`config.mk`:
```
export PLATFORM = sky130hd
export DESIGN_NAME = yrc_queue
export DESIGN_NICKNAME = d
export VERILOG_FILES = /design/src/yrc_pkg.sv /design/src/yrc_queue.sv
export SDC_FILE = /design/constraint.sdc
export NUM_CORES = 1
export LEC_CHECK = 0
export ABC_AREA = 1
export CAP_MARGIN = 15
export CORE_MARGIN = 5
export CORE_UTILIZATION = 60
export DETAILED_ROUTE_END_ITERATION = 7
export DONT_BUFFER_PORTS = 1
export HOLD_SLACK_MARGIN = 0.12
export PLACE_DENSITY = 0.73
export RECOVER_POWER = 100
export SETUP_SLACK_MARGIN = 0.05
export SLEW_MARGIN = 25
export SYNTH_ARGS = -nofsm -noshare
export SYNTH_HDL_FRONTEND = slang
export SYNTH_SLANG_ARGS = --single-unit
```
`constraint.sdc`:
```
create_clock -name aclk -period 6.6 [get_ports aclk]
set_input_delay 0.33 -clock aclk [delete_from_list [all_inputs] [get_ports aclk]]
set_output_delay 0.33 -clock aclk [all_outputs]
set_load 0.02 [all_outputs]
```
`src/yrc_pkg.sv`:
```
// Shared types, constants and pixel arithmetic for the YV12 to RGBA converter.
`default_nettype none
package yrc_pkg;

    localparam int MAX_WIDTH   = 2048;
    localparam int MAX_HEIGHT  = 2048;
    localparam int STORE_DEPTH = (MAX_WIDTH + 1) / 2;
    localparam int COL_W       = (STORE_DEPTH > 1) ? $clog2(STORE_DEPTH) : 1;
    localparam int ROW_W       = (MAX_HEIGHT > 1) ? $clog2(MAX_HEIGHT) : 1;
    localparam int CFG_W       = 12;
    localparam int DIM_MAX     = (MAX_WIDTH > MAX_HEIGHT) ? MAX_WIDTH : MAX_HEIGHT;
    localparam int CMP_W       = ((CFG_W > $clog2(DIM_MAX + 1)) ?
                                  CFG_W : $clog2(DIM_MAX + 1)) + 1;
    localparam int QUEUE_DEPTH = 4;
    localparam int QPTR_W      = $clog2(QUEUE_DEPTH);

    localparam logic [1:0] REG_ACTIVE_WIDTH  = 2'd0;
    localparam logic [1:0] REG_ACTIVE_HEIGHT = 2'd1;

    localparam logic [CFG_W-1:0] WIDTH_RESET  = CFG_W'(2048);
    localparam logic [CFG_W-1:0] HEIGHT_RESET = CFG_W'(2048);

    // BT.601 coefficients in Q10
    localparam logic signed [12:0] COEF_Y  = 13'sd1192;
    localparam logic signed [12:0] COEF_RV = 13'sd1634;
    localparam logic signed [12:0] COEF_GV = 13'sd833;
    localparam logic signed [12:0] COEF_GU = 13'sd400;
    localparam logic signed [12:0] COEF_BU = 13'sd2066;

    localparam int SUM_W = 22;

    typedef struct packed {
        logic [7:0] luma_first;
        logic [7:0] luma_second;
        logic [7:0] chroma_u;
        logic [7:0] chroma_v;
        logic       two;
        logic       eol;
        logic       eof;
    } yrc_item_t;

    function automatic logic [7:0] yrc_clamp(input logic signed [SUM_W-1:0] sum);
        logic [SUM_W-11:0] q;
        q = sum[SUM_W-1:10];
        if (sum < 0) begin
            return 8'd0;
        end else if (q > (SUM_W-10)'(255)) begin
            return 8'd255;
        end else begin
            return q[7:0];
        end
    endfunction

endpackage
`default_nettype wire

```
`src/yrc_queue.sv`:
```
// Short item queue between the front end and the pixel back end.
`default_nettype none
module yrc_queue
    import yrc_pkg::*;
(
    input  wire logic      aclk,
    input  wire logic      aresetn,
    input  wire logic      push_valid,
    output logic           push_ready,
    input  wire yrc_item_t push_item,
    output logic           pop_valid,
    input  wire logic      pop_ready,
    output yrc_item_t      pop_item
);

    yrc_item_t         q_mem [QUEUE_DEPTH];
    logic [QPTR_W-1:0] wr_ptr_reg;
    logic [QPTR_W-1:0] rd_ptr_reg;
    logic [QPTR_W:0]   count_reg;
    logic              push;
    logic              pop;

    assign push_ready = (count_reg != (QPTR_W+1)'(QUEUE_DEPTH));
    assign pop_valid  = (count_reg != '0);
    assign pop_item   = q_mem[rd_ptr_reg];
    assign push       = push_valid && push_ready;
    assign pop        = pop_valid && pop_ready;

    always_ff @(posedge aclk) begin
        if (!aresetn) begin
            wr_ptr_reg <= '0;
            rd_ptr_reg <= '0;
            count_reg  <= '0;
        end else begin
            if (push) begin
                wr_ptr_reg <= wr_ptr_reg + QPTR_W'(1);
            end
            if (pop) begin
                rd_ptr_reg <= rd_ptr_reg + QPTR_W'(1);
            end
            if (push && !pop) begin
                count_reg <= count_reg + (QPTR_W+1)'(1);
            end else if (pop && !push) begin
                count_reg <= count_reg - (QPTR_W+1)'(1);
            end
        end
    end

    always_ff @(posedge aclk) begin
        if (push) begin
            q_mem[wr_ptr_reg] <= push_item;
        end
    end

endmodule
`default_nettype wire

```
# == After elaboration in Yosys (flattened, before gate mapping) ==
# Memory sizes are Yosys's and may differ from the RTL's. A register that Yosys moved wholly into a read port is not among the register bits.
# Index checks and enable logic that the tools add are counted.
# classes
addsub,4
reduce_logical,8
muxes,6
eq_ne,1
# op_table
operator,count
$mux W3,2
$add A2 B1 Y2 const B,2
$logic_and A1 B1 Y1,4
$mux W2,2
$add A3 B1 Y3 const B,1
$ne A3 B3 Y1 const B,1
$reduce_bool A3 Y1,1
$sub A3 B1 Y3 const B,1
$logic_not A1 Y1,2
$mux W1,2
$reduce_bool A2 Y1,1
# word_totals
memories,1
ramBits,140
in_bits,39
word_cells,23
reg_bits,7
out_inout_bits,37
# mem_list
memory,words,width,rd,rd_ports_with_merged_regs,wr,line_no,rtl
q_mem,4,35,1,1,1,yrc_queue.sv:16,yrc_item_t q_mem [QUEUE_DEPTH];

# == Depth between registers and ports, before layout ==
# depth
ltp_word,6
ltp_mapped,13
ltp_nobuf,13

# == Least setup slack after synthesis ==
# Ideal clock, no wire load.
# synth_path
path_type,register -> register
startpoint,register count_reg[0]
endpoint,"memory q_mem[0][0] (netlist bit), enable pin"
required_ns,6.173
period_less_slack_ns,2.697
slack_ns,3.903
arrival_time_ns,2.270
setup_ns,0.427
path_stages_with_launch,5
n_path_buf,0
cell_sequence,dfxtp_1 nor2_1 nand2_1 nand2_2 nor2_1
# synth_via
elab_chain_len,4
# synth_rtl
item,line_no,rtl
"start, declared",yrc_queue.sv:19,logic [QPTR_W:0] count_reg;
"start signal, assigned",yrc_queue.sv:42,count_reg <= count_reg + (QPTR_W+1)'(1);
"start signal, assigned",yrc_queue.sv:44,count_reg <= count_reg - (QPTR_W+1)'(1);
$ne A3 B3 Y1,yrc_queue.sv:23,assign push_ready = (count_reg != (QPTR_W+1)'(QUEUE_DEPTH));
named net push_ready,yrc_queue.sv:9,"output logic push_ready,"
$logic_and A1 B1 Y1,yrc_queue.sv:26,assign push = push_valid && push_ready;
$mux W1,yrc_queue.sv:50,if (push) begin
$mux W1 (implied by the code),yrc_queue.sv:51,q_mem[wr_ptr_reg] <= push_item;
"end, declared",yrc_queue.sv:16,
# The timed path passes the listed nets, and every way through them passes these cells.

# == Worst setup path in the final report ==
# layout_path
startpoint,register count_reg[0]
endpoint,"memory q_mem[0][29] (netlist bit), enable pin"
# Same word-level chain as after synthesis.

==> flow_summary.yaml <==
outcome:
  outcome: "completed"
floorplanning:
  die_x_um: 107
  dieArea_um2: 11400
  die_h_um: 107
  start_util_pct: 61.4
  num_io_pins: 76
  rows: 35
  core_area_um2: 9200
hold_path:
  min_from: "push_valid"
  hold_path.class: "in2reg"
  whs_endpoint: "wr_ptr_reg[0]"
  hold_path_depth: 4
sta:
  rsz0062_at_grt: "false"
  tightest_slew_ns: 1.44
  tns_ns: 0
  hold_viol_final: 0
  fin_crit_sh_pct: 51.7
  worst_slack_ns: 3.19
  clock_skew_ns: 0.00716
  final.min_clock_period_ns: 3.41
  relSlewSlack_pct: 3.46
  final-setup-viol-count: 0
  drv_slew: 0
  max_freq_ghz: 0.293
route:
  top_layer_used: "met4"
  routedWlPerCell_um: 18.9
  ant_nets: 0
  num_vias: 3316
  routedLengthMet1_mm: 4.47
  wl_mm: 10.8
  drc: 0
  dr.first_iter.drc_count: 260
  firstDrtPassIters: 5
  wl_met3_um: 816
  viasPerCell: 5.80
  wl_met2_mm: 5.41
synth:
  yosys.area.top_type: "edfxtp_1"
  synthMostInstantiatedCell: "edfxtp_1"
  synth_area_leaders: "edfxtp_1 (74%), nor2_1 (5.6%), o21ai_0 (4.5%), o22ai_1 (3.9%), dfxtp_1 (3.2%)"
  synthTopCellsByCount: "edfxtp_1 (140), nor2_1 (84), o21ai_0 (51)"
  yosysUniqueCellTypes: 21
  synth_top_area_share_pct: 74.5
  yosys_warnings: 0
  ys_seq_elements: 149
  synth-edff-count: 140
  synth_ff_type: "edfxtp_1"
  ys_seq_area_share_pct: 77.7
  avgSynthCellArea_um2: 13.9
  syn-num-nets: 451
  netlist_area_um2: 5650
  syn-instance-count: 406
  synthArstFlopShare_pct: 0
cts:
  cts.sinks: 149
  root_buffer: "clkbuf_8"
  htree_levels: 4
  clockBufferDepth: 2
  cts-buffers-inserted: 17
  tritoncts: "yes"
  cts_resized: 0
  clk_pin_slew_ns: 0.06
  clock_latency_ns: 0.52
run:
  cap_violations: 0
cells_and_area:
  fin_cells: 572
  utilization_pct: 71.9
  num_antenna_cells: 0
  drive_gt1_share_pct: 7.59
  nets: 493
  largest_reg_flops: 140
  synthToLayoutAreaGrowth_pct: 17.2
setup_path:
  crit_buf_inv: 1
  worstSetupPathType: "reg2reg"
  timing.rr.start: "count_reg[0]"
  slowest_stage: "nor2_1"
  crit_path_end_kind: "register"
  critPathMaxStageDelay_ns: 1.06
  cp-start-kind: "register"
  critPathRequiredTime_ns: 6.73
  critPathMaxFanout: 21
  r2r-end: "q_mem[0][29]"
  cp_cell_sequence: "nor2_1, nand2_1, nand2_1, nor2_1, clkbuf_1"
  r2r_slack_ns: 3.19
  cp_top_family: "simple AND/OR/NAND/NOR gates"
  reg2reg_depth: 5
  arrival_ns: 3.54
place:
  port_buffers: 0
  dpl.cell_count: 500
  routabilityCongestion: 0.761
  pre_cts_slack_ns: 4.29
  place_hpwl_mm: 6.07
power_and_ir_drop:
  power_density_nw_per_um2: 398
  p_leak_nw: 2.25
  power_mw: 2.63
  peakVddDrop_v: 0.000240
global_route:
  grt_pass1_vias: 3294
  grt_max_degree: 71
  grt_pass1_wl_mm: 17.2
  track_usage_pct: 19.9
  overflow: 0
  antenna_found_initial: 0
## logic make-up after synthesis
| logic type | after synthesis | share of synthesized area, % |
|---|---|---|
| compound gates | 109 | 10.4 |
| xor+xnor | 1 | 0.155 |
| fa+ha+maj | 6 | 1.46 |
| buf+inv | 37 | 3.17 |
| flops | 149 | 77.7 |
| simple gates | 104 | 7.11 |
## per-layer routing
| layer | track usage, % | vias to the layer above |
|---|---|---|
| met3 | 7.28 | 13 |
| met1 | 24.9 | 1604 |
| met4 | 6.12 | 0 |
| li1 | - | 1579 |
| met2 | 32.6 | 120 |
| met5 | 0 | - |
## worst register-to-register path, cell delays in order, from the launching register on
cell and delay [ns]:
dfxtp_1 0.40, nor2_1 0.07, nand2_1 0.23, nand2_1 0.19
nor2_1 1.06, clkbuf_1 1.06
## cell usage in the layout (no fill, tap or decap), types with 9 or more instances in the layout
cell	n
dlygate4sd3_1	38
o22ai_1	35
nand2_1	15
dfxtp_1	9
inv_1	14
clkbuf_16	16
o21ai_1	13
o21ai_0	58
edfxtp_1	140
nor2_1	84
## metrics by stage
step	area (µm²)	hold slack [ns]
after global placement	5710	0.429
after detailed placement	5770	0.429
final	6620	0.194
after floorplan	5650	0.429
after global routing	6620	0.243
after CTS	6690	0.227
## report_power, final
part | internal, mW | leakage, nW | switching, mW
Clock | 0.469 | 0.255 | 0.380
Combinational | 0.131 | 0.636 | 0.461
Sequential | 1.15 | 1.36 | 0.0357
## cell type report
type / count / area [µm²]
flip-flops and latches: 149 / 4380
fillers: 614 / 2580
multi-input cells: 220 / 1080
clock buffers: 17 / 414
repair buffers: 44 / 410
well taps: 111 / 139
clock inverters: 15 / 125
inverters: 16 / 62.6
## worst max-delay path by stage
stage                             from           end  slack (ns)  cells after the start
after floorplan           count_reg[0]   q_mem[0][0]        3.90                      4
after global placement        register  pop_item[33]        4.35                      4
after detailed placement      register  pop_item[25]        4.29                      4
after CTS                     register  pop_item[25]        3.74                      4
after global routing      count_reg[0]  q_mem[0][21]        2.86                      5
final                     count_reg[0]  q_mem[0][29]        3.19                      5
## what timing repair did
action	CTS	global route
hold endpoints to repair	149	0
hold buffers	38	0
buffers inserted	0	0
(Power assumes the default switching activity.)
