===== src/yrc_pkg.sv =====
// Shared types, constants and pixel arithmetic for the YV12 to RGBA converter.
`default_nettype none
package yrc_pkg;

    localparam int MAX_WIDTH   = 2048;
    localparam int MAX_HEIGHT  = 2048;
    localparam int STORE_DEPTH = (MAX_WIDTH + 1) / 2;
    localparam int COL_W       = (STORE_DEPTH > 1) ? $clog2(STORE_DEPTH) : 1;
    localparam int ROW_W       = (MAX_HEIGHT > 1) ? $clog2(MAX_HEIGHT) : 1;
    localparam int CFG_W       = 12;
    localparam int DIM_MAX     = (MAX_WIDTH > MAX_HEIGHT) ? MAX_WIDTH : MAX_HEIGHT;
    localparam int CMP_W       = ((CFG_W > $clog2(DIM_MAX + 1)) ?
                                  CFG_W : $clog2(DIM_MAX + 1)) + 1;
    localparam int QUEUE_DEPTH = 4;
    localparam int QPTR_W      = $clog2(QUEUE_DEPTH);

    localparam logic [1:0] REG_ACTIVE_WIDTH  = 2'd0;
    localparam logic [1:0] REG_ACTIVE_HEIGHT = 2'd1;

    localparam logic [CFG_W-1:0] WIDTH_RESET  = CFG_W'(2048);
    localparam logic [CFG_W-1:0] HEIGHT_RESET = CFG_W'(2048);

    // BT.601 coefficients in Q10
    localparam logic signed [12:0] COEF_Y  = 13'sd1192;
    localparam logic signed [12:0] COEF_RV = 13'sd1634;
    localparam logic signed [12:0] COEF_GV = 13'sd833;
    localparam logic signed [12:0] COEF_GU = 13'sd400;
    localparam logic signed [12:0] COEF_BU = 13'sd2066;

    localparam int SUM_W = 22;

    typedef struct packed {
        logic [7:0] luma_first;
        logic [7:0] luma_second;
        logic [7:0] chroma_u;
        logic [7:0] chroma_v;
        logic       two;
        logic       eol;
        logic       eof;
    } yrc_item_t;

    function automatic logic [7:0] yrc_clamp(input logic signed [SUM_W-1:0] sum);
        logic [SUM_W-11:0] q;
        q = sum[SUM_W-1:10];
        if (sum < 0) begin
            return 8'd0;
        end else if (q > (SUM_W-10)'(255)) begin
            return 8'd255;
        end else begin
            return q[7:0];
        end
    endfunction

endpackage
`default_nettype wire


===== src/yrc_back.sv =====
// Back end: splits an item into pixels, BT.601 conversion and output register.
`default_nettype none
module yrc_back
    import yrc_pkg::*;
(
    input  wire logic      aclk,
    input  wire logic      aresetn,
    input  wire logic      pop_valid,
    output logic           pop_ready,
    input  wire yrc_item_t pop_item,
    output logic           m_valid,
    input  wire logic      m_ready,
    output logic [7:0]     m_red,
    output logic [7:0]     m_green,
    output logic [7:0]     m_blue,
    output logic           m_end_of_line,
    output logic           m_end_of_frame,
    output logic           m_last_of_item
);

    logic                   cur_valid_reg;
    yrc_item_t              cur_reg;
    logic                   phase_reg;
    logic                   m_valid_reg;
    logic [7:0]             red_reg;
    logic [7:0]             green_reg;
    logic [7:0]             blue_reg;
    logic                   eol_reg;
    logic                   eof_reg;
    logic                   last_reg;

    logic                   out_free;
    logic                   adv;
    logic                   done;
    logic [7:0]             luma;
    logic signed [9:0]      yd;
    logic signed [9:0]      ud;
    logic signed [9:0]      vd;
    logic signed [SUM_W-1:0] r_sum;
    logic signed [SUM_W-1:0] g_sum;
    logic signed [SUM_W-1:0] b_sum;

    assign out_free  = !m_valid_reg || m_ready;
    assign adv       = cur_valid_reg && out_free;
    assign done      = !cur_reg.two || phase_reg;
    assign pop_ready = !cur_valid_reg || (adv && done);

    always_comb begin
        luma  = phase_reg ? cur_reg.luma_second : cur_reg.luma_first;
        yd    = $signed({2'b00, luma}) - 10'sd16;
        ud    = $signed({2'b00, cur_reg.chroma_u}) - 10'sd128;
        vd    = $signed({2'b00, cur_reg.chroma_v}) - 10'sd128;
        r_sum = COEF_Y * yd + COEF_RV * vd;
        g_sum = COEF_Y * yd - COEF_GV * vd - COEF_GU * ud;
        b_sum = COEF_Y * yd + COEF_BU * ud;
    end

    always_ff @(posedge aclk) begin
        if (!aresetn) begin
            cur_valid_reg <= 1'b0;
            phase_reg     <= 1'b0;
            m_valid_reg   <= 1'b0;
        end else begin
            if (pop_ready) begin
                cur_valid_reg <= pop_valid;
                phase_reg     <= 1'b0;
            end else if (adv) begin
                phase_reg <= 1'b1;
            end
            if (out_free) begin
                m_valid_reg <= cur_valid_reg;
            end
        end
    end

    always_ff @(posedge aclk) begin
        if (pop_ready && pop_valid) begin
            cur_reg <= pop_item;
        end
        if (adv) begin
            red_reg   <= yrc_clamp(r_sum);
            green_reg <= yrc_clamp(g_sum);
            blue_reg  <= yrc_clamp(b_sum);
            last_reg  <= done;
            eol_reg   <= done && cur_reg.eol;
            eof_reg   <= done && cur_reg.eof;
        end
    end

    assign m_valid        = m_valid_reg;
    assign m_red          = red_reg;
    assign m_green        = green_reg;
    assign m_blue         = blue_reg;
    assign m_end_of_line  = eol_reg;
    assign m_end_of_frame = eof_reg;
    assign m_last_of_item = last_reg;

endmodule
`default_nettype wire

===== config.mk =====
export PLATFORM = sky130hd
export DESIGN_NAME = yrc_back
export DESIGN_NICKNAME = d
export VERILOG_FILES = /design/src/yrc_pkg.sv /design/src/yrc_back.sv
export SDC_FILE = /design/constraint.sdc
export NUM_CORES = 1
export LEC_CHECK = 0
export BUFFER_PORTS_ARGS = -buffer_cell sky130_fd_sc_hd__buf_2
export CAP_MARGIN = 10
export CORE_ASPECT_RATIO = 0.7
export CORE_MARGIN = 3
export CORE_UTILIZATION = 58
export DETAILED_ROUTE_END_ITERATION = 6
export GPL_ROUTABILITY_DRIVEN = 0
export PLACE_DENSITY = 0.8
export REMOVE_ABC_BUFFERS = 1
export SYNTH_ARGS = -nofsm -noshare
export SYNTH_HDL_FRONTEND = slang
export SYNTH_SLANG_ARGS = --single-unit
export TNS_END_PERCENT = 10

===== constraint.sdc =====
create_clock -name aclk -period 7.45 [get_ports aclk]
set_clock_uncertainty 0.15 [all_clocks]
set_input_delay 0.745 -clock aclk [delete_from_list [all_inputs] [get_ports aclk]]
set_output_delay 0.745 -clock aclk [all_outputs]
set_load 0.02 [all_outputs]

**Word-level counts from Yosys, hierarchy flattened**

Cells that the tools add are included.

- Multiply operators: 5
- $lt $le $gt $ge: 6
- Bitwise logic cells: 1
- Mux-type cells: 4
- Reductions and logical operators: 12
- Add/subtract/negate cells: 7

Operators with widths:

| operator | count |
|---|---|
| 22-bit by 1-bit < comparator with 1-bit output, second input constant | 3 |
| 11-bit by 9-bit multiplier with 20-bit output, first input constant | 2 |
| 12-bit by 8-bit > comparator with 1-bit output, second input constant | 3 |
| 8-bit two-way mux | 4 |
| 21-bit by 21-bit adder with 22-bit output | 1 |
| 21-bit by 22-bit adder with 22-bit output | 1 |
| 21-bit by 20-bit subtractor with 22-bit output | 1 |
| 22-bit by 19-bit subtractor with 22-bit output | 1 |
| 12-bit by 9-bit multiplier with 21-bit output, first input constant | 1 |
| 9-bit by 9-bit multiplier with 18-bit output, first input constant | 1 |
| 8-bit by 8-bit subtractor with 9-bit output, second input constant | 2 |
| 6-bit by 9-bit multiplier with 15-bit output, first input constant | 1 |
| 8-bit by 5-bit subtractor with 9-bit output, second input constant | 1 |
| 1-bit logical AND | 5 |
| 1-bit zero test | 3 |
| 1-bit logical OR | 3 |
| 2-bit OR reduction | 1 |
| 1-bit NOT | 1 |

- Output and inout bits: 29
- Input bits: 39
- Register bits: 65
- Logic and storage cells: 51

**Logic depth before layout (Yosys ltp)**

- Depth in word-level cells: 7
- Mapped depth: 31
- Mapped depth without buffers: 30

**Worst setup path after synthesis**

OpenSTA, ideal clock, no wires.

- Kind: reg2reg
- Start point: register phase_reg
- End point: register green_reg[6], in the netlist m_green[6], data pin
- Library setup time: 280 ps
- Clock period less this slack: 7581 ps
- Buffers on the path: 1
- Stages on the path, launching flop included: 28
- Arrival time: 7151 ps
- Required time: 7020 ps
- Setup slack: -131 ps
- Cells stage by stage: dfxtp_1 buf_6 mux2i_1 ha_1 inv_1 ha_1 ha_1 inv_1 fa_1 inv_1 fa_1 ha_1 fa_1 inv_1 ha_1 ha_1 fa_1 inv_1 fa_1 ha_1 or3_4 a2111oi_4 o21ai_2 a211oi_2 o21ai_1 a21oi_2 xor2_2 a31oi_1

- Word-level cells in the longest chain between the ends: 7
- Elaborated cells between the ends (all ways): 8
- Classes of those cells: 3 x add/sub; 1 x mul; 2 x order compare; 2 x mux

Ends and longest elaborated chain:

| item | RTL line | RTL |
|---|---|---|
| start: declaration | yrc_back.sv:23 | `logic phase_reg;` |
| start signal: assignment | yrc_back.sv:61 | `phase_reg <= 1'b0;` |
| start signal: assignment | yrc_back.sv:66 | `phase_reg <= 1'b0;` |
| start signal: assignment | yrc_back.sv:68 | `phase_reg <= 1'b1;` |
| 8-bit two-way mux (*) | yrc_back.sv:49 | `luma = phase_reg ? cur_reg.luma_second : cur_reg.luma_first;` |
| 8-bit by 5-bit subtractor with 9-bit output (*) | yrc_back.sv:50 | `yd = $signed({2'b00, luma}) - 10'sd16;` |
| 9-bit by 9-bit multiplier with 18-bit output (*) | yrc_back.sv:54 | `g_sum = COEF_Y * yd - COEF_GV * vd - COEF_GU * ud;` |
| 21-bit by 20-bit subtractor with 22-bit output (*) | yrc_back.sv:54 |  |
| 22-bit by 19-bit subtractor with 22-bit output (*) | yrc_back.sv:54 |  |
| 12-bit by 8-bit > comparator with 1-bit output | yrc_pkg.sv:47 | `end else if (q > (SUM_W-10)'(255)) begin` |
| 8-bit two-way mux | yrc_pkg.sv:47 |  |
| end signal: assignment | yrc_back.sv:82 | `green_reg <= yrc_clamp(g_sum);` |
| end: declaration | yrc_back.sv:26 | `logic [7:0] green_reg;` |

Mark *: on every way between the ends. The rest lies on a longest branch, timed or not.
A chain may end at the register's enable or synchronous reset.

**Worst setup path after layout**

- Start point: register cur_reg[23] (netlist name)
- End point: register green_reg[3], in the netlist m_green[3], data pin

- Word-level cells in the longest chain between the ends: 7
- Elaborated cells between the ends (all ways): 8
- Classes of those cells: 3 x add/sub; 1 x mul; 2 x order compare; 2 x mux

Ends and longest elaborated chain:

| item | RTL line | RTL |
|---|---|---|
| start: declaration | yrc_back.sv:22 | `yrc_item_t cur_reg;` |
| start signal: assignment | yrc_back.sv:78 | `cur_reg <= pop_item;` |
| 8-bit two-way mux (*) | yrc_back.sv:49 |  |
| 8-bit by 5-bit subtractor with 9-bit output (*) | yrc_back.sv:50 |  |
| 9-bit by 9-bit multiplier with 18-bit output (*) | yrc_back.sv:54 |  |
| 21-bit by 20-bit subtractor with 22-bit output (*) | yrc_back.sv:54 |  |
| 22-bit by 19-bit subtractor with 22-bit output (*) | yrc_back.sv:54 |  |
| 12-bit by 8-bit > comparator with 1-bit output | yrc_pkg.sv:47 |  |
| 8-bit two-way mux | yrc_pkg.sv:47 |  |

Marked as above.

==> metrics.md <==
| Metric | Value |
|---|---|
| Setup TNS | `0 ps` |
| CTS sink cnt | `65` |
| Max-Cap Viols | `0` |
| Synth Cell Area | `between 10000 and 15000 µm²` |
| Placed Instance Area | `11300 µm²` |
| Vias in the first global route | `8283` |
| Synthesis-to-layout area growth | `16.6%` |
| F_max | `0.135 GHz` |
| Die Height | `roughly 120 µm` |
| Synth area leader | `ha_1` |
| Max reg flops | `35` |
| Global-route wire length before repair | `about 41 mm` |
| FFs w/ async S/R, synth | `0%` |
| WL per Instance | `18.3 µm` |
| Vias | `8089` |
| Avg Inst Size Synth | `approximately 9.9 µm²` |
| Most frequent cell after synthesis | `ha_1` |
| H-tree levels | `3` |
| Die width | `166 µm` |
| Site Rows | `40` |
| Post-synth cell types | `69` |
| Cells after synthesis | `about 1000` |
| Io pins | `68` |
| Final Hold Viols | `0` |
| Path type of the worst min-delay path | `flop to flop` |
| Fin crit period | `7410 ps` |
| Post-Layout Cell Count | `1420` |
| Total Wirelength | `25.9 mm` |
| Synth cell count leaders | `279 x ha_1, 200 x inv_1, 66 x fa_1` |
| Final Worst Setup Slack | `35.6 ps` |
| Post-route DRC violation count | `0` |
| Filler Cells Inserted | `1249` |
| GRT Overall Usage | `25.9%` |
| Antenna Cells | `0` |
| Core area | `roughly 17000 µm²` |
| CP endpoint kind | `flop` |
| Synth area leaders | `ha_1 34%, edfxtp_1 18%, fa_1 13%` |
| Worst rel slew slack | `36.6%` |
| Initial Utilization | `59.9%` |
| Final nets | `between 1500 and 2000` |
| Max clock buf depth | `2` |
| Number of vias per cell | `5.70` |
| Startpoint types | `flop` |
| Status | `finished, final reports clean` |
| Placed cells | `1381` |
| Worst-Margin Slew | `952 ps` |
| Pre-CTS setup slack | `-379 ps` |
| Clock Latency Late Sink | `~350 ps` |
| First-iteration detailed-routing DRC count | `approximately 470` |
| Pins Over Slew Limit | `0` |
| Full die area | `between 15000 and 20000 µm²` |
| Flops & latches, synth | `65` |
| Worst Path Required | `around 7400 ps` |
| GRT overflow | `0` |
| Setup-failing EPs final | `0` |
| CP Class | `flop to flop` |
| Layout cells sized above 1 | `19.6%` |
| Detail Placement HPWL | `20.4 mm` |
| Period utilization | `~100%` |
| Remaining antenna violation count after routing | `0` |
| CTS tree | `built` |
| Top-area cell type share of the netlist area | `33.5%` |
| PortBufs | `67` |
| YS warnings | `0` |
| Pin count of the biggest net entering global routing | `36` |
| Unrepaired setup endpoints after global routing | `true` |
| Initial antenna violation count | `1` |
| Main synth FF type | `edfxtp_1` |
| Total CTS buffers | `9` |
| Final instance area | `12100 µm²` |
| Clock slew at reported path FFs | `~60 ps` |
| Worst-path fanout max | `4` |
| Critical path arrival | `7350 ps` |
| Post-synth EDFFs | `62` |
| First-pass iteration count of the detailed router | `5` |
| CTS Root Cell | `clkbuf_16` |
| Sequential area share after synthesis | `18.5%` |
[per-layer routing]
metal	part of all wire (%)	vias to the layer above	GRT usage (%)
li1	-	3929	-
met1	46	3851	36.7
met2	45	250	40.7
met3	6.6	57	5.40
met4	2.5	2	6.86
met5	0.027	-	0
[final timing paths]
kind | startpoint | endpoint | slack [ps] | cells past startpoint
worst max-delay path | cur_reg[23] | m_green[3] | 40 | 27
worst min-delay path | cur_valid_reg | m_valid | 360 | 2
worst max register to register | cur_reg[23] | m_green[3] | 40 | 27
worst min register to register | cur_valid_reg | m_valid | 360 | 2
[critical path, stage by stage, from the launching register on]
cell	delay, ps
edfxtp_1	420
mux2i_2	250
ha_2	320
inv_2	80
ha_4	200
ha_1	280
inv_1	50
fa_1	500
inv_1	50
fa_2	540
ha_4	220
fa_1	430
buf_4	160
xnor2_2	190
ha_1	270
inv_1	80
fa_1	420
fa_1	500
ha_2	240
or3_4	350
a2111oi_4	310
o21ai_2	130
a211oi_4	300
o21ai_2	110
a21oi_2	180
xor2_2	170
buf_4	150
a31oi_2	80
[repair_timing]
action | in CTS | in global routing
gates cloned | 0 | 0
pin swaps | 7 | 40
hold buffers | 0 | 0
setup buffers | 15 | 8
resized for setup | 15 | 52
setup endpoints to repair | 8 | 24
[cell families after synthesis]
kind of cell    after synthesis  synth area share [%]
simple gates                165                  8.26
flops                        65                  18.5
xor+xnor                     68                  5.93
buf+inv                     201                  7.32
mux                          12                  1.27
fa+ha+maj                   345                  46.2
compound gates              190                  12.5
[final cells by class]
cell class / count / area, µm² / area share (%)
clock buffers: 9 / 225 / 1.86
flip-flops and latches: 65 / 1930 / 15.9
clock inverters: 7 / 78.8 / 0.650
repair buffers: 128 / 801 / 6.60
multi-input cells: 780 / 8060 / 66.4
inverters: 200 / 754 / 6.22
well taps: 231 / 289 / 2.38
[cells in the final DEF, fill, tap and decap left out, types with 4 or more instances in the layout]
| master | netlist | layout |
|---|---|---|
| nor2_1 | 46 | 45 |
| mux2i_2 | 1 | 4 |
| nand2_1 | 22 | 22 |
| a21oi_2 | 1 | 11 |
| a31oi_1 | 17 | 15 |
| ha_1 | 279 | 261 |
| ha_4 | 0 | 13 |
| clkbuf_16 | 0 | 9 |
| or2_2 | 7 | 7 |
| inv_1 | 200 | 196 |
| buf_2 | 0 | 67 |
| edfxtp_1 | 62 | 62 |
| xor2_1 | 16 | 15 |
| o21ai_0 | 31 | 28 |
| nand3_1 | 13 | 13 |
| o21ai_1 | 3 | 4 |
| a211oi_1 | 6 | 6 |
| nor3_1 | 25 | 23 |
| ha_2 | 0 | 5 |
| mux2i_1 | 7 | 4 |
| a21boi_0 | 5 | 4 |
| xnor2_1 | 50 | 48 |
| o21a_1 | 20 | 19 |
| a21oi_1 | 50 | 39 |
| o211ai_1 | 6 | 6 |
| buf_4 | 0 | 59 |
| and2_1 | 5 | 4 |
| a21o_1 | 15 | 15 |
| o21bai_1 | 9 | 9 |
| nand2b_1 | 11 | 11 |
| or3_1 | 6 | 5 |
| fa_1 | 66 | 65 |
| nor2b_1 | 11 | 11 |
[through the flow]
stage / hold WS (ps) / utilization [%]
floorplan: 320 / -
global placement: 340 / 65.1
detailed placement: 354 / 65.1
CTS: 358 / 67.9
global route: 373 / 69.9
finish: 364 / 69.9
Power is not shown: default switching activity piles up to over one toggle a cycle in this logic, so the estimate is an artifact.
